==> config.mk <==
export PLATFORM = sky130hd
export DESIGN_NAME = audio_block_ring_recorder_core_flat
export DESIGN_NICKNAME = d
export VERILOG_FILES = /design/src/hw/rtl/abrr_pkg.sv /design/src/hw/rtl/abrr_if.sv /design/src/hw/rtl/audio_block_ring_recorder_core.sv /design/src/hw/rtl/abrr_ram.sv /design/src/hw/rtl/abrr_mod.sv /design/src/flat_wrapper.sv
export SDC_FILE = /design/constraint.sdc
export NUM_CORES = 2
export LEC_CHECK = 0
export BUFFER_PORTS_ARGS = -buffer_cell sky130_fd_sc_hd__buf_2
export CORE_MARGIN = 5
export CORE_UTILIZATION = 55
export DETAILED_ROUTE_END_ITERATION = 7
export PLACE_DENSITY = 0.72
export SLEW_MARGIN = 10
export SYNTH_ARGS = -nofsm -noshare
export SYNTH_HDL_FRONTEND = slang
export SYNTH_HIERARCHICAL = 1
export SYNTH_SLANG_ARGS = --single-unit
==> constraint.sdc <==
create_clock -name i_clk -period 15.9 [get_ports i_clk]
set_clock_uncertainty 0.2 [all_clocks]
set_input_delay 0 -clock i_clk [delete_from_list [all_inputs] [get_ports i_clk]]
set_output_delay 0 -clock i_clk [all_outputs]
set_load 0.01 [all_outputs]
==> src/hw/rtl/abrr_pkg.sv <==
// ---------------------------------------------------------------------------
// abrr_pkg
// Shared sizes, opcodes, status codes and register indexes of the audio
// block ring recorder.
// ---------------------------------------------------------------------------
package abrr_pkg;

    localparam int BLOCK_BYTES     = 512;
    localparam int WORDS_PER_BLOCK = BLOCK_BYTES / 2;
    localparam int WORD_AW         = $clog2(WORDS_PER_BLOCK);
    localparam int FILL_W          = $clog2(WORDS_PER_BLOCK + 1);
    localparam int BLOCK_SHIFT     = $clog2(BLOCK_BYTES);

    localparam int MAX_RING_BLOCKS = 1048576;
    localparam int RING_W          = $clog2(MAX_RING_BLOCKS + 1);
    localparam int INDEX_W         = $clog2(MAX_RING_BLOCKS);
    localparam int MOD_CNT_W       = $clog2(RING_W);

    localparam int ADDR_W   = 32;
    localparam int COUNT_W  = 32;
    localparam int SAMPLE_W = 16;
    localparam int OPCODE_W = 3;
    localparam int STATUS_W = 4;

    localparam logic [ADDR_W-1:0] BASE_RESET = 32'd32768;
    localparam logic [RING_W-1:0] RING_RESET = 21'd1024;

    // Configuration register indexes.
    localparam int CFG_IDX_W = 2;
    localparam int CFG_DATA_W = 32;
    localparam logic [CFG_IDX_W-1:0] CFG_BASE_BLOCK  = 2'd0;
    localparam logic [CFG_IDX_W-1:0] CFG_CARD_BLOCK  = 2'd1;
    localparam logic [CFG_IDX_W-1:0] CFG_RING_BLOCKS = 2'd2;

    // Opcodes.
    localparam logic [OPCODE_W-1:0] OP_ARM        = 3'd0;
    localparam logic [OPCODE_W-1:0] OP_SAMPLE     = 3'd1;
    localparam logic [OPCODE_W-1:0] OP_FINALIZE   = 3'd2;
    localparam logic [OPCODE_W-1:0] OP_WRITE_OK   = 3'd3;
    localparam logic [OPCODE_W-1:0] OP_WRITE_FAIL = 3'd4;
    localparam logic [OPCODE_W-1:0] OP_SNAP_READ  = 3'd5;
    localparam logic [OPCODE_W-1:0] OP_WORD_READ  = 3'd6;

    // Status codes.
    localparam logic [STATUS_W-1:0] ST_ACCEPTED     = 4'd0;
    localparam logic [STATUS_W-1:0] ST_FLUSH_REQ    = 4'd1;
    localparam logic [STATUS_W-1:0] ST_NOT_READY    = 4'd2;
    localparam logic [STATUS_W-1:0] ST_FLUSH_DONE   = 4'd3;
    localparam logic [STATUS_W-1:0] ST_WRITE_FAILED = 4'd4;
    localparam logic [STATUS_W-1:0] ST_READ_REQ     = 4'd5;
    localparam logic [STATUS_W-1:0] ST_OUT_OF_RANGE = 4'd6;
    localparam logic [STATUS_W-1:0] ST_WORD         = 4'd7;
    localparam logic [STATUS_W-1:0] ST_IGNORED      = 4'd8;
    localparam logic [STATUS_W-1:0] ST_BUSY         = 4'd9;

endpackage

==> src/hw/rtl/abrr_if.sv <==
// ---------------------------------------------------------------------------
// abrr_in_if / abrr_out_if
// Valid/ready channels carrying one command word in and one result word out.
// ---------------------------------------------------------------------------
interface abrr_in_if;
    import abrr_pkg::*;

    logic                       valid;
    logic                       ready;
    logic [OPCODE_W-1:0]        opcode;
    logic signed [SAMPLE_W-1:0] sample;
    logic [INDEX_W-1:0]         item_index;

    modport source (output valid, opcode, sample, item_index, input ready);
    modport sink   (input valid, opcode, sample, item_index, output ready);
endinterface

interface abrr_out_if;
    import abrr_pkg::*;

    logic                valid;
    logic                ready;
    logic [STATUS_W-1:0] status;
    logic [ADDR_W-1:0]   card_address;
    logic [SAMPLE_W-1:0] pending_word;
    logic [RING_W-1:0]   snapshot_blocks;
    logic                wrapped;
    logic [COUNT_W-1:0]  wrap_total;
    logic [COUNT_W-1:0]  failure_total;

    modport source (output valid, status, card_address, pending_word, snapshot_blocks,
                    wrapped, wrap_total, failure_total, input ready);
    modport sink   (input valid, status, card_address, pending_word, snapshot_blocks,
                    wrapped, wrap_total, failure_total, output ready);
endinterface

==> src/hw/rtl/audio_block_ring_recorder_core.sv <==
// A command word goes from idle to a finish state that loads its result word
// into the output register; a pending word read first passes a RAM read state,
// and a flush or snapshot read request first waits on a bit-serial remainder unit.
// Words are taken only in idle; the next word is taken while a result word
// waits at the output. Synchronous active-low reset disarms the recorder,
// clears all counters and loads the register reset values.
// ---------------------------------------------------------------------------
// audio_block_ring_recorder_core
// Packs samples into a pending block RAM, requests card block writes into a
// circular ring and maps snapshot indexes to oldest-first card addresses.
// ---------------------------------------------------------------------------
module audio_block_ring_recorder_core (
    input  logic                             i_clk,
    input  logic                             i_rst_n,
    input  logic                             i_cfg_we,
    input  logic [abrr_pkg::CFG_IDX_W-1:0]   i_cfg_idx,
    input  logic [abrr_pkg::CFG_DATA_W-1:0]  i_cfg_data,
    abrr_in_if.sink                          i_item,
    abrr_out_if.source                       o_res
);
    import abrr_pkg::*;

    localparam logic [1:0] S_IDLE = 2'd0;
    localparam logic [1:0] S_READ = 2'd1;
    localparam logic [1:0] S_DIV  = 2'd2;
    localparam logic [1:0] S_FIN  = 2'd3;

    // Configuration registers.
    logic [ADDR_W-1:0]   r_base;
    logic                r_card_blk;
    logic [RING_W-1:0]   r_ring_blocks;

    // Recorder state.
    logic [1:0]          r_state;
    logic [FILL_W-1:0]   r_fill;
    logic [FILL_W-1:0]   r_mark;
    logic                r_outst;
    logic [INDEX_W-1:0]  r_ring_idx;
    logic [RING_W-1:0]   r_written;
    logic [COUNT_W-1:0]  r_wrap_cnt;
    logic [COUNT_W-1:0]  r_fail_cnt;
    logic                r_armed;

    // Result being formed.
    logic [STATUS_W-1:0] r_res_status;
    logic                r_res_addr_en;
    logic [SAMPLE_W-1:0] r_res_word;
    logic                r_res_wrapped;
    logic [WORD_AW-1:0]  r_rd_idx;

    // Output register.
    logic                r_out_valid;
    logic [STATUS_W-1:0] r_out_status;
    logic [ADDR_W-1:0]   r_out_addr;
    logic [SAMPLE_W-1:0] r_out_word;
    logic [RING_W-1:0]   r_out_snap;
    logic                r_out_wrapped;
    logic [COUNT_W-1:0]  r_out_wrap_total;
    logic [COUNT_W-1:0]  r_out_fail_total;

    logic [STATUS_W-1:0] n_res_status;
    logic                n_res_addr_en;
    logic                n_res_wrapped;
    logic [1:0]          w_acc_state;

    logic                w_acc;
    logic                w_out_free;
    logic                w_out_load;
    logic [RING_W-1:0]   w_ring_size;
    logic [RING_W-1:0]   w_avail_blocks;
    logic [RING_W-1:0]   w_ring_inc;
    logic [INDEX_W-1:0]  w_oldest;
    logic [RING_W-1:0]   w_snap_sum;
    logic [FILL_W-1:0]   w_fill_next;
    logic                w_sample_flush;
    logic                w_ready_ok;
    logic                w_snap_in_range;
    logic                w_flush_go;
    logic                w_snap_go;
    logic                w_ram_we;
    logic [SAMPLE_W-1:0] w_rdata;
    logic                w_mod_start;
    logic [RING_W-1:0]   w_mod_dvd;
    logic                w_mod_done;
    logic [INDEX_W-1:0]  w_mod_rem;
    logic [ADDR_W-1:0]   w_blk;
    logic [ADDR_W-1:0]   w_card_addr;

    assign w_acc      = i_item.valid && (r_state == S_IDLE);
    assign w_out_free = !r_out_valid || o_res.ready;
    assign w_out_load = (r_state == S_FIN) && w_out_free;

    // A ring size of zero counts as one; oversized rings are clamped.
    always_comb begin
        if (r_ring_blocks == '0) begin
            w_ring_size = RING_W'(1);
        end else if (r_ring_blocks > RING_W'(MAX_RING_BLOCKS)) begin
            w_ring_size = RING_W'(MAX_RING_BLOCKS);
        end else begin
            w_ring_size = r_ring_blocks;
        end
    end

    assign w_avail_blocks = (r_written < w_ring_size) ? r_written : w_ring_size;
    assign w_ring_inc     = {1'b0, r_ring_idx} + RING_W'(1);
    assign w_oldest       = (r_written >= w_ring_size) ? r_ring_idx : '0;
    assign w_snap_sum     = {1'b0, w_oldest} + {1'b0, i_item.item_index};

    assign w_fill_next    = (r_fill < FILL_W'(WORDS_PER_BLOCK)) ? (r_fill + 1'b1) : r_fill;
    assign w_sample_flush = (w_fill_next >= FILL_W'(WORDS_PER_BLOCK));
    assign w_ready_ok     = r_armed && !r_outst;
    assign w_snap_in_range = ({1'b0, i_item.item_index} < w_avail_blocks);

    assign w_flush_go = w_acc && w_ready_ok &&
                        (((i_item.opcode == OP_SAMPLE) && w_sample_flush) ||
                         ((i_item.opcode == OP_FINALIZE) && (r_fill != '0)));
    assign w_snap_go  = w_acc && w_ready_ok && (i_item.opcode == OP_SNAP_READ) &&
                        w_snap_in_range;

    assign w_mod_start = w_flush_go || w_snap_go;
    assign w_mod_dvd   = w_snap_go ? w_snap_sum : {1'b0, r_ring_idx};

    assign w_ram_we = w_acc && w_ready_ok && (i_item.opcode == OP_SAMPLE) &&
                      (r_fill < FILL_W'(WORDS_PER_BLOCK));

    // Result fields and follow-up state for the command word on the input.
    always_comb begin
        n_res_status  = ST_IGNORED;
        n_res_addr_en = 1'b0;
        n_res_wrapped = 1'b0;
        w_acc_state   = S_FIN;
        case (i_item.opcode)
            OP_ARM: begin
                n_res_status = ST_ACCEPTED;
            end
            OP_SAMPLE: begin
                if (!r_armed) begin
                    n_res_status = ST_NOT_READY;
                end else if (r_outst) begin
                    n_res_status = ST_BUSY;
                end else if (w_sample_flush) begin
                    n_res_status  = ST_FLUSH_REQ;
                    n_res_addr_en = 1'b1;
                    w_acc_state   = S_DIV;
                end else begin
                    n_res_status = ST_ACCEPTED;
                end
            end
            OP_FINALIZE: begin
                if (!r_armed) begin
                    n_res_status = ST_NOT_READY;
                end else if (r_outst) begin
                    n_res_status = ST_BUSY;
                end else if (r_fill == '0) begin
                    n_res_status = ST_FLUSH_DONE;
                end else begin
                    n_res_status  = ST_FLUSH_REQ;
                    n_res_addr_en = 1'b1;
                    w_acc_state   = S_DIV;
                end
            end
            OP_WRITE_OK: begin
                if (r_outst) begin
                    n_res_status  = ST_FLUSH_DONE;
                    n_res_wrapped = (w_ring_inc >= w_ring_size);
                end
            end
            OP_WRITE_FAIL: begin
                if (r_outst) begin
                    n_res_status = ST_WRITE_FAILED;
                end
            end
            OP_SNAP_READ: begin
                if (!r_armed) begin
                    n_res_status = ST_NOT_READY;
                end else if (r_outst) begin
                    n_res_status = ST_BUSY;
                end else if (!w_snap_in_range) begin
                    n_res_status = ST_OUT_OF_RANGE;
                end else begin
                    n_res_status  = ST_READ_REQ;
                    n_res_addr_en = 1'b1;
                    w_acc_state   = S_DIV;
                end
            end
            OP_WORD_READ: begin
                if (i_item.item_index >= INDEX_W'(WORDS_PER_BLOCK)) begin
                    n_res_status = ST_OUT_OF_RANGE;
                end else begin
                    n_res_status = ST_WORD;
                    w_acc_state  = S_READ;
                end
            end
            default: ;
        endcase
    end

    abrr_ram #(
        .WIDTH (SAMPLE_W),
        .DEPTH (WORDS_PER_BLOCK)
    ) u_store (
        .i_clk   (i_clk),
        .i_we    (w_ram_we),
        .i_waddr (r_fill[WORD_AW-1:0]),
        .i_wdata (i_item.sample),
        .i_raddr (i_item.item_index[WORD_AW-1:0]),
        .o_rdata (w_rdata)
    );

    abrr_mod u_mod (
        .i_clk      (i_clk),
        .i_rst_n    (i_rst_n),
        .i_start    (w_mod_start),
        .i_dividend (w_mod_dvd),
        .i_divisor  (w_ring_size),
        .o_done     (w_mod_done),
        .o_rem      (w_mod_rem)
    );

    // Byte-addressed cards take the block number scaled by the block size.
    assign w_blk       = r_base + ADDR_W'(w_mod_rem);
    assign w_card_addr = r_card_blk ? w_blk : (w_blk << BLOCK_SHIFT);

    always_ff @(posedge i_clk) begin
        if (!i_rst_n) begin
            r_base        <= BASE_RESET;
            r_card_blk    <= 1'b0;
            r_ring_blocks <= RING_RESET;
            r_state       <= S_IDLE;
            r_fill        <= '0;
            r_mark        <= '0;
            r_outst       <= 1'b0;
            r_ring_idx    <= '0;
            r_written     <= '0;
            r_wrap_cnt    <= '0;
            r_fail_cnt    <= '0;
            r_armed       <= 1'b0;
            r_out_valid   <= 1'b0;
        end else begin
            if (i_cfg_we) begin
                case (i_cfg_idx)
                    CFG_BASE_BLOCK:  r_base        <= i_cfg_data[ADDR_W-1:0];
                    CFG_CARD_BLOCK:  r_card_blk    <= i_cfg_data[0];
                    CFG_RING_BLOCKS: r_ring_blocks <= i_cfg_data[RING_W-1:0];
                    default: ;
                endcase
            end

            if (w_out_load) begin
                r_out_valid <= 1'b1;
            end else if (o_res.ready) begin
                r_out_valid <= 1'b0;
            end

            case (r_state)
                S_IDLE: begin
                    if (w_acc) begin
                        r_res_status  <= n_res_status;
                        r_res_addr_en <= n_res_addr_en;
                        r_res_word    <= '0;
                        r_res_wrapped <= n_res_wrapped;
                        r_state       <= w_acc_state;
                        case (i_item.opcode)
                            OP_ARM: begin
                                r_fill     <= '0;
                                r_mark     <= '0;
                                r_outst    <= 1'b0;
                                r_ring_idx <= '0;
                                r_written  <= '0;
                                r_wrap_cnt <= '0;
                                r_fail_cnt <= '0;
                                r_armed    <= 1'b1;
                            end
                            OP_SAMPLE: begin
                                if (w_ready_ok) begin
                                    r_fill <= w_fill_next;
                                    r_mark <= w_fill_next;
                                    if (w_sample_flush) begin
                                        r_outst <= 1'b1;
                                    end
                                end
                            end
                            OP_FINALIZE: begin
                                if (w_ready_ok && (r_fill != '0)) begin
                                    // The data mark stays put, so the padding reads as zero.
                                    r_fill  <= FILL_W'(WORDS_PER_BLOCK);
                                    r_outst <= 1'b1;
                                end
                            end
                            OP_WRITE_OK: begin
                                if (r_outst) begin
                                    r_outst <= 1'b0;
                                    r_fill  <= '0;
                                    r_mark  <= '0;
                                    if (w_ring_inc >= w_ring_size) begin
                                        r_ring_idx <= '0;
                                        r_wrap_cnt <= r_wrap_cnt + 1'b1;
                                    end else begin
                                        r_ring_idx <= w_ring_inc[INDEX_W-1:0];
                                    end
                                    if (r_written < w_ring_size) begin
                                        r_written <= r_written + 1'b1;
                                    end
                                end
                            end
                            OP_WRITE_FAIL: begin
                                if (r_outst) begin
                                    r_outst    <= 1'b0;
                                    r_armed    <= 1'b0;
                                    r_fail_cnt <= r_fail_cnt + 1'b1;
                                end
                            end
                            OP_WORD_READ: begin
                                r_rd_idx <= i_item.item_index[WORD_AW-1:0];
                            end
                            default: ;
                        endcase
                    end
                end
                S_READ: begin
                    r_res_word <= ({1'b0, r_rd_idx} < r_mark) ? w_rdata : '0;
                    r_state    <= S_FIN;
                end
                S_DIV: begin
                    if (w_mod_done) begin
                        r_state <= S_FIN;
                    end
                end
                S_FIN: begin
                    if (w_out_free) begin
                        r_out_status     <= r_res_status;
                        r_out_addr       <= r_res_addr_en ? w_card_addr : '0;
                        r_out_word       <= r_res_word;
                        r_out_snap       <= r_armed ? w_avail_blocks : '0;
                        r_out_wrapped    <= r_res_wrapped;
                        r_out_wrap_total <= r_wrap_cnt;
                        r_out_fail_total <= r_fail_cnt;
                        r_state          <= S_IDLE;
                    end
                end
                default: r_state <= S_IDLE;
            endcase
        end
    end

    assign i_item.ready          = (r_state == S_IDLE);
    assign o_res.valid           = r_out_valid;
    assign o_res.status          = r_out_status;
    assign o_res.card_address    = r_out_addr;
    assign o_res.pending_word    = r_out_word;
    assign o_res.snapshot_blocks = r_out_snap;
    assign o_res.wrapped         = r_out_wrapped;
    assign o_res.wrap_total      = r_out_wrap_total;
    assign o_res.failure_total   = r_out_fail_total;

    a_fill_bound: assert property (@(posedge i_clk) disable iff (!i_rst_n)
        (r_fill <= FILL_W'(WORDS_PER_BLOCK)) && (r_mark <= r_fill))
        else $error("fill or data mark out of bounds");

    a_outst_full: assert property (@(posedge i_clk) disable iff (!i_rst_n)
        r_outst |-> (r_fill == FILL_W'(WORDS_PER_BLOCK)))
        else $error("flush outstanding with a partial block");

    a_mod_done_state: assert property (@(posedge i_clk) disable iff (!i_rst_n)
        w_mod_done |-> (r_state == S_DIV))
        else $error("remainder finished outside the wait state");

    a_start_from_idle: assert property (@(posedge i_clk) disable iff (!i_rst_n)
        w_mod_start |=> (r_state == S_DIV))
        else $error("remainder started without entering the wait state");

endmodule

==> src/hw/rtl/abrr_ram.sv <==
// ---------------------------------------------------------------------------
// abrr_ram
// Generic simple dual-port RAM: one write port, one read port, registered read.
// ---------------------------------------------------------------------------
module abrr_ram #(
    parameter int WIDTH = 16,
    parameter int DEPTH = 256
) (
    input  logic                     i_clk,
    input  logic                     i_we,
    input  logic [$clog2(DEPTH)-1:0] i_waddr,
    input  logic [WIDTH-1:0]         i_wdata,
    input  logic [$clog2(DEPTH)-1:0] i_raddr,
    output logic [WIDTH-1:0]         o_rdata
);

    logic [WIDTH-1:0] r_mem [DEPTH];
    logic [WIDTH-1:0] r_rdata;

    always_ff @(posedge i_clk) begin
        if (i_we) begin
            r_mem[i_waddr] <= i_wdata;
        end
        r_rdata <= r_mem[i_raddr];
    end

    assign o_rdata = r_rdata;

endmodule

==> src/hw/rtl/abrr_mod.sv <==
// ---------------------------------------------------------------------------
// abrr_mod
// Restoring remainder unit: one dividend bit per cycle, done pulses once the
// last bit has been shifted in. The remainder holds until the next start.
// ---------------------------------------------------------------------------
module abrr_mod (
    input  logic                           i_clk,
    input  logic                           i_rst_n,
    input  logic                           i_start,
    input  logic [abrr_pkg::RING_W-1:0]    i_dividend,
    input  logic [abrr_pkg::RING_W-1:0]    i_divisor,
    output logic                           o_done,
    output logic [abrr_pkg::INDEX_W-1:0]   o_rem
);
    import abrr_pkg::*;

    logic                 r_busy;
    logic                 r_done;
    logic [MOD_CNT_W-1:0] r_cnt;
    logic [RING_W-1:0]    r_dvd;
    logic [RING_W-1:0]    r_div;
    logic [INDEX_W-1:0]   r_rem;

    logic [RING_W-1:0]    w_trial;
    logic [RING_W-1:0]    w_next;

    // The remainder stays below the divisor, which never exceeds 2^INDEX_W,
    // so the trial value fits in RING_W bits.
    assign w_trial = {r_rem, r_dvd[RING_W-1]};
    assign w_next  = (w_trial >= r_div) ? (w_trial - r_div) : w_trial;

    always_ff @(posedge i_clk) begin
        if (!i_rst_n) begin
            r_busy <= 1'b0;
            r_done <= 1'b0;
            r_cnt  <= '0;
        end else begin
            r_done <= !i_start && r_busy && (r_cnt == MOD_CNT_W'(RING_W - 1));
            if (i_start) begin
                r_busy <= 1'b1;
                r_cnt  <= '0;
                r_dvd  <= i_dividend;
                r_div  <= i_divisor;
                r_rem  <= '0;
            end else if (r_busy) begin
                r_rem <= w_next[INDEX_W-1:0];
                r_dvd <= {r_dvd[RING_W-2:0], 1'b0};
                r_cnt <= r_cnt + 1'b1;
                if (r_cnt == MOD_CNT_W'(RING_W - 1)) begin
                    r_busy <= 1'b0;
                end
            end
        end
    end

    assign o_done = r_done;
    assign o_rem  = r_rem;

endmodule

==> src/flat_wrapper.sv <==
// flat-port wrapper written by rule: the top's interface ports become plain ports
module audio_block_ring_recorder_core_flat import abrr_pkg::*;
  (i_clk, i_rst_n, i_cfg_we, i_cfg_idx, i_cfg_data, i_item_valid, i_item_opcode, i_item_sample, i_item_item_index, i_item_ready, o_res_valid, o_res_status, o_res_card_address, o_res_pending_word, o_res_snapshot_blocks, o_res_wrapped, o_res_wrap_total, o_res_failure_total, o_res_ready);
  abrr_in_if i_item_i ();
  abrr_out_if o_res_i ();
  input  logic i_clk;
  input  logic i_rst_n;
  input  logic i_cfg_we;
  input  logic [abrr_pkg::CFG_IDX_W-1:0] i_cfg_idx;
  input  logic [abrr_pkg::CFG_DATA_W-1:0] i_cfg_data;
  input wire logic [$bits(i_item_i.valid)-1:0] i_item_valid;
  input wire logic [$bits(i_item_i.opcode)-1:0] i_item_opcode;
  input wire logic [$bits(i_item_i.sample)-1:0] i_item_sample;
  input wire logic [$bits(i_item_i.item_index)-1:0] i_item_item_index;
  output wire logic [$bits(i_item_i.ready)-1:0] i_item_ready;
  output wire logic [$bits(o_res_i.valid)-1:0] o_res_valid;
  output wire logic [$bits(o_res_i.status)-1:0] o_res_status;
  output wire logic [$bits(o_res_i.card_address)-1:0] o_res_card_address;
  output wire logic [$bits(o_res_i.pending_word)-1:0] o_res_pending_word;
  output wire logic [$bits(o_res_i.snapshot_blocks)-1:0] o_res_snapshot_blocks;
  output wire logic [$bits(o_res_i.wrapped)-1:0] o_res_wrapped;
  output wire logic [$bits(o_res_i.wrap_total)-1:0] o_res_wrap_total;
  output wire logic [$bits(o_res_i.failure_total)-1:0] o_res_failure_total;
  input wire logic [$bits(o_res_i.ready)-1:0] o_res_ready;
  assign i_item_i.valid = i_item_valid;
  assign i_item_i.opcode = i_item_opcode;
  assign i_item_i.sample = i_item_sample;
  assign i_item_i.item_index = i_item_item_index;
  assign i_item_ready = i_item_i.ready;
  assign o_res_valid = o_res_i.valid;
  assign o_res_status = o_res_i.status;
  assign o_res_card_address = o_res_i.card_address;
  assign o_res_pending_word = o_res_i.pending_word;
  assign o_res_snapshot_blocks = o_res_i.snapshot_blocks;
  assign o_res_wrapped = o_res_i.wrapped;
  assign o_res_wrap_total = o_res_i.wrap_total;
  assign o_res_failure_total = o_res_i.failure_total;
  assign o_res_i.ready = o_res_ready;
  audio_block_ring_recorder_core u_core (.i_clk(i_clk), .i_rst_n(i_rst_n), .i_cfg_we(i_cfg_we), .i_cfg_idx(i_cfg_idx), .i_cfg_data(i_cfg_data), .i_item(i_item_i), .o_res(o_res_i));
endmodule
# == Word-level counts from Yosys, hierarchy flattened ==
# Memories as Yosys holds them, arrays and structs flattened. A register that Yosys moved wholly into a read port is not among the register bits.
# Index checks and enable logic that the tools add are counted.
# totals
regBits,419
ramBits,4096
input_bits,78
wordCells,211
n_memories,1
# classes
n_addsub,9
n_lt_le_gt_ge,10
n_eq_ne,22
muxes,81
bitwise_logic,1
n_reduce_logical,55
# memory_table
memory,words,width,rd,rd_clocked_by_memory_dff,write_ports,line,text
u_core.u_store.r_mem,256,16,1,1,1,abrr_ram.sv:17,logic [WIDTH-1:0] r_mem [DEPTH];
# op_table
op,n
$mux 21,8
$mux 32,4
$pmux 32 s2,2
$mux 20,5
$add 32x1->32 const B,2
$ge 21x21->1,3
$pmux 21 s2,1
$pmux 20 s2,1
$mux 9,4
$pmux 9 s4,1
$add 32x20->32,1
$mux 16,2
$mux 4,8
$pmux 16 s2,1
$pmux 4 s7,1
$pmux 9 s3,1
$mux 1,25
$mux 2,12
$add 20x1->21 const B,1
$add 20x20->21,1
$add 21x1->21 const B,1
$gt 21x21->1 const B,1
$logic_not 21->1,1
$lt 20x21->1,1
other kinds (37),90

# == Depth between registers and ports, before layout ==
# logic_depth
ltp_word,12
mapped_depth,26
mapped_depth_nobuf,24

# == Hierarchy ==
# Netlist, hierarchy kept.
# modules_own_cells
module,n_inst,cells_each,area_per_inst_um2,seq_area_each_um2
abrr_ram,1,7360,158714.7,123318.3
audio_block_ring_recorder_core,1,1945,18667.9,8688.3
abrr_mod,1,354,3952.5,2001.9

# == Worst setup path before layout ==
# No wires, ideal clock.
# synth_timing
path_type,input-to-reg
from,in i_rst_n
to,"reg u_core.r_out_addr[0], in the netlist u_core/o_res.card_address[0] (enable)"
setup_time_ns,0.637
arrival_time_ns,6.584
path_slack_ns,8.479
path_stages,5
path_buffers,3
cell_sequence,clkbuf_1 > clkbuf_1 > buf_1 > nand2_1 > nor2_1
# synth_between
elab_chain_len,1
# synth_lines
item,line,text
start: declaration,flat_wrapper.sv:7,input logic i_rst_n;
$reduce_and 3->1 (no source line),--,
end signal: assignment,audio_block_ring_recorder_core.sv:332,r_out_addr <= r_res_addr_en ? w_card_addr : '0;
end: declaration,audio_block_ring_recorder_core.sv:54,logic [ADDR_W-1:0] r_out_addr;
# Every way passes these cells.
# A chain may end at the register's enable or synchronous reset.

# == Worst setup path in the final report ==
# layout_timing
from,reg u_core.r_ring_blocks[12]
to,"reg u_core.u_mod.r_dvd[20], data pin"
# layout_between
elab_chain_len,9
# layout_lines
item,line,text
start: declaration,audio_block_ring_recorder_core.sv:31,logic [RING_W-1:0] r_ring_blocks;
start signal: assignment,audio_block_ring_recorder_core.sv:244,CFG_RING_BLOCKS: r_ring_blocks <= i_cfg_data[RING_W-1:0];
$gt 21x21->1,audio_block_ring_recorder_core.sv:97,end else if (r_ring_blocks > RING_W'(MAX_RING_BLOCKS)) begin
$mux 21,audio_block_ring_recorder_core.sv:97,
$mux 21 (*),audio_block_ring_recorder_core.sv:95,if (r_ring_blocks == '0) begin
$lt 21x21->1,audio_block_ring_recorder_core.sv:104,assign w_avail_blocks = (r_written < w_ring_size) ? r_written : w_ring_size;
$mux 21,audio_block_ring_recorder_core.sv:104,
$lt 20x21->1,audio_block_ring_recorder_core.sv:112,"assign w_snap_in_range = ({1'b0, i_item.item_index} < w_avail_blocks);"
$logic_and 1x1->1,audio_block_ring_recorder_core.sv:117,assign w_snap_go = w_acc && w_ready_ok && (i_item.opcode == OP_SNAP_READ) &&
$mux 21 (*),audio_block_ring_recorder_core.sv:121,"assign w_mod_dvd = w_snap_go ? w_snap_sum : {1'b0, r_ring_idx};"
via u_core.w_mod_dvd[20],audio_block_ring_recorder_core.sv:83,logic [RING_W-1:0] w_mod_dvd;
$mux 21 (*),abrr_mod.sv:39,if (i_start) begin
end signal: assignment,abrr_mod.sv:42,r_dvd <= i_dividend;
end signal: assignment,abrr_mod.sv:47,"r_dvd <= {r_dvd[RING_W-2:0], 1'b0};"
end: declaration,abrr_mod.sv:20,logic [RING_W-1:0] r_dvd;
# Mark *: on every way through the listed nets, which the timed path passes. The rest lies on a longest branch.

==> flow_metrics.env <==
export IMPL_worst_hold_slack_ns=0.02462
export IMPL_row_count=210
export IMPL_hold_viol=0
export IMPL_leakage_nw=66.62
export IMPL_crit_slowest_cell="nand3_2"
export IMPL_worst_r2r_endpoint="u_core/u_mod/r_dvd[20]"
export IMPL_cts_root_buf="clkbuf_16"
export IMPL_finalCritPeriodShare=0.5191
export IMPL_drive_gt1_frac=0.2104
export IMPL_cts_tree="built"
export IMPL_fp_coreArea_sq_mm=0.3279
export IMPL_required_ns=16.37
export IMPL_synthCells=9659
export IMPL_critPathArrivalTime_ns=8.72
export IMPL_track_usage=0.2761
export IMPL_synth_top_area_frac=0.7164
export IMPL_cts_clk_slew_worst_paths_ns=0.06
export IMPL_crit_fanout=29
export IMPL_max_freq_ghz=0.1212
export IMPL_synth_area_per_cell_sq_um=18.77
export IMPL_cts_buffers_inserted=439
export IMPL_die_h_um=584.2
export IMPL_slew_headroom=0.1094
export IMPL_tightest_slew_ns=1.336
export IMPL_r2r_slack_ns=7.65
export IMPL_cap_viol_max_count=0
export IMPL_cts_repair_resized=0
export IMPL_vias=99880
export IMPL_ctsHoldBuffers=198
export IMPL_min_path_type="primary input to flop"
export IMPL_hp_start="i_item_sample[4]"
export IMPL_p_per_area_mw_per_mm2=120.4
export IMPL_clock_path_buffers=4
export IMPL_critPathMaxStageDelay_ns=0.78
export IMPL_yosys_most_used_dff="edfxtp_1"
export IMPL_wl_mm=478.6
export IMPL_first_global_vias=97470
export IMPL_r2r_start="u_core/r_ring_blocks[12]"
export IMPL_crit_type="flop to flop"
export IMPL_drt_iter0_markers=13390
export IMPL_postCtsSetupRepairBufs=0
export IMPL_reg2reg_depth=27
export IMPL_synth_seq_cells=4531
export IMPL_cts_max_level=5
export IMPL_seq_area_frac_synth=0.7390
export IMPL_ir_drop_uv=101.4
export IMPL_final_net_count=10560
export IMPL_die_w_um=584.2
export IMPL_final_max_slew_viol_count=0
export IMPL_grt_max_degree=160
export IMPL_routedWlPerCell_um=31.80
export IMPL_portBuffers=217
export IMPL_grt_overflow_total=0
export IMPL_rsz0062_at_grt="false"
export IMPL_setup_viol=0
export IMPL_postRouteAntennaNets=0
export IMPL_initial_utilization=0.5530
export IMPL_clk_latency_ns=0.97
export IMPL_routed_via_density=6.637
export IMPL_outcome="complete, no violations"
export IMPL_ys_types=100
export IMPL_cts_sinks=4531
export IMPL_async_flop_share=0
export IMPL_min_period_ns=8.254
export IMPL_synth_top_area_cell="edfxtp_1"
export IMPL_synth_fp_nets=9881
export IMPL_synth_area_leaders="edfxtp_1 72%, mux4_2 9.9%, mux2i_1 3.4%"
export IMPL_layout_common_cells="4326 x edfxtp_1, 797 x mux4_2, 608 x mux2i_1"
export IMPL_area_growth_pct=12.69
export IMPL_final_common_cell="edfxtp_1"
export IMPL_hold_end="u_core/u_store/r_mem[94][4]"
export IMPL_synth_edf_count=4326
export IMPL_drc=0
export IMPL_worst_path_buf_inv=5
export IMPL_dp_hpwl_mm=278.5
export IMPL_fillerInstances=22190
export IMPL_grt_pass1_wl_mm=687.4
export IMPL_gp_congestion=0.8972
export IMPL_io_pins=218
export IMPL_die_area_sq_mm=0.3413
export IMPL_hold_depth=2
export IMPL_netlist_area_sq_mm=0.1813
export IMPL_critPathLaunchType="flop"
export IMPL_endpoint_kind="flop"
export IMPL_antenna_found_initial=19
export IMPL_cpLargestDelayFamily="compound AO/OA/AOI/OAI gates"
export IMPL_setup_tns_ns=0
export IMPL_yosys_warnings=6
export IMPL_drt_first_pass_iters=6
cell families after synthesis:
logic type,after synthesis,synth area share
flops,4531,0.7390
simple gates,1418,0.03761
fa+ha+maj,144,0.01006
mux,1533,0.1407
xor+xnor,119,0.005748
buf+inv,650,0.01924
compound gates,1264,0.04765
worst max-delay path by stage:
stage	startpoint	to	slack, ns	depth (start not counted)
finish	u_core/r_ring_blocks[12]	u_core/u_mod/r_dvd[20]	7.65	27
global route	u_core/r_ring_blocks[12]	u_core/u_mod/r_dvd[20]	7.30	27
CTS	u_core/r_ring_blocks[12]	u_core/u_mod/r_dvd[20]	7.81	27
detailed placement	u_core/r_ring_blocks[12]	u_core/u_mod/o_rem[17]	8.32	22
global placement	u_core/r_ring_blocks[12]	u_core/u_mod/o_rem[18]	8.45	22
floorplan	i_rst_n	u_core/o_res.card_address[0]	8.48	5
routing by layer:
metal,global-route usage,vias up,wire length (um)
met1,0.3873,51570,179600
met2,0.4246,6352,222700
met3,0.06412,1013,54470
li1,-,40930,-
met5,0,-,70
met4,0.1113,12,21680
metrics by stage:
| step | util | power, mW | std cells | setup WS (ns) | area, sq um |
|---|---|---|---|---|---|
| final | 0.6232 | 24.60 | 15050 | 7.646 | 204300 |
| after CTS | 0.6231 | 24.69 | 15040 | 7.814 | 204300 |
| after detailed placement | 0.5738 | 14.60 | 14040 | 8.316 | 188200 |
| after global routing | 0.6231 | 25.30 | 15040 | 7.299 | 204300 |
| after global placement | 0.5738 | 14.57 | 14040 | 8.449 | 188200 |
| after floorplan | - | 14.08 | 9659 | 8.479 | 181300 |
synthesized netlist by cell type (21+ instances only):
| master | instances |
|---|---|
| nand3_1 | 117 |
| and3_1 | 45 |
| nor3_1 | 120 |
| o21ai_0 | 123 |
| or3_1 | 23 |
| a211oi_1 | 33 |
| buf_2 | 85 |
| mux2_2 | 119 |
| buf_6 | 82 |
| nand4_1 | 67 |
| buf_4 | 28 |
| a21oi_1 | 372 |
| a22oi_1 | 49 |
| o32ai_1 | 21 |
| a22o_1 | 32 |
| mux4_2 | 797 |
| o31ai_1 | 36 |
| and2_1 | 54 |
| a21o_1 | 25 |
| o22ai_1 | 155 |
| mux2i_1 | 608 |
| nand2b_1 | 31 |
| xnor2_1 | 47 |
| buf_1 | 32 |
| edfxtp_1 | 4326 |
| clkbuf_1 | 305 |
| nor4_1 | 34 |
| nor2_1 | 484 |
| ha_1 | 141 |
| nand2_1 | 297 |
| dfxtp_1 | 205 |
| nor2b_1 | 52 |
| a221oi_1 | 33 |
| inv_1 | 98 |
| o221ai_1 | 253 |
| xor2_1 | 72 |
power by group:
part	internal, mW	switching, mW
Combinational	0.439	0.837
Clock	5.81	4.38
Sequential	13.1	0.0245
Total	19.4	5.24
layout make-up:
class	count	area, sq um	area share
clock inverters	245	2302	0.01127
clock buffers	550	11750	0.05750
flip-flops and latches	4531	134000	0.6558
multi-input cells	4478	44150	0.2161
diodes	11	27.53	0.0001347
repair buffers	786	6266	0.03066
well taps	4346	5438	0.02661
inverters	101	396.6	0.001941
sequential cells by signal, summed over array words and instances (netlist names), 8 cells and up:
name,flops
u_core/u_store/r_mem,4096
u_core/o_res.card_address,32
u_core/o_res.failure_total,32
u_core/o_res.wrap_total,32
u_core/r_base,32
u_core/r_fail_cnt,32
u_core/r_wrap_cnt,32
u_core/o_res.snapshot_blocks,21
u_core/r_ring_blocks,21
u_core/r_written,21
u_core/u_mod/r_div,21
u_core/u_mod/r_dvd,21
u_core/r_ring_idx,20
u_core/u_mod/o_rem,20
u_core/o_res.pending_word,16
u_core/r_res_word,16
u_core/u_store/o_rdata,16
u_core/r_fill,9
u_core/r_mark,9
u_core/r_rd_idx,8
Note: power is estimated with default switching activity, not from simulation.
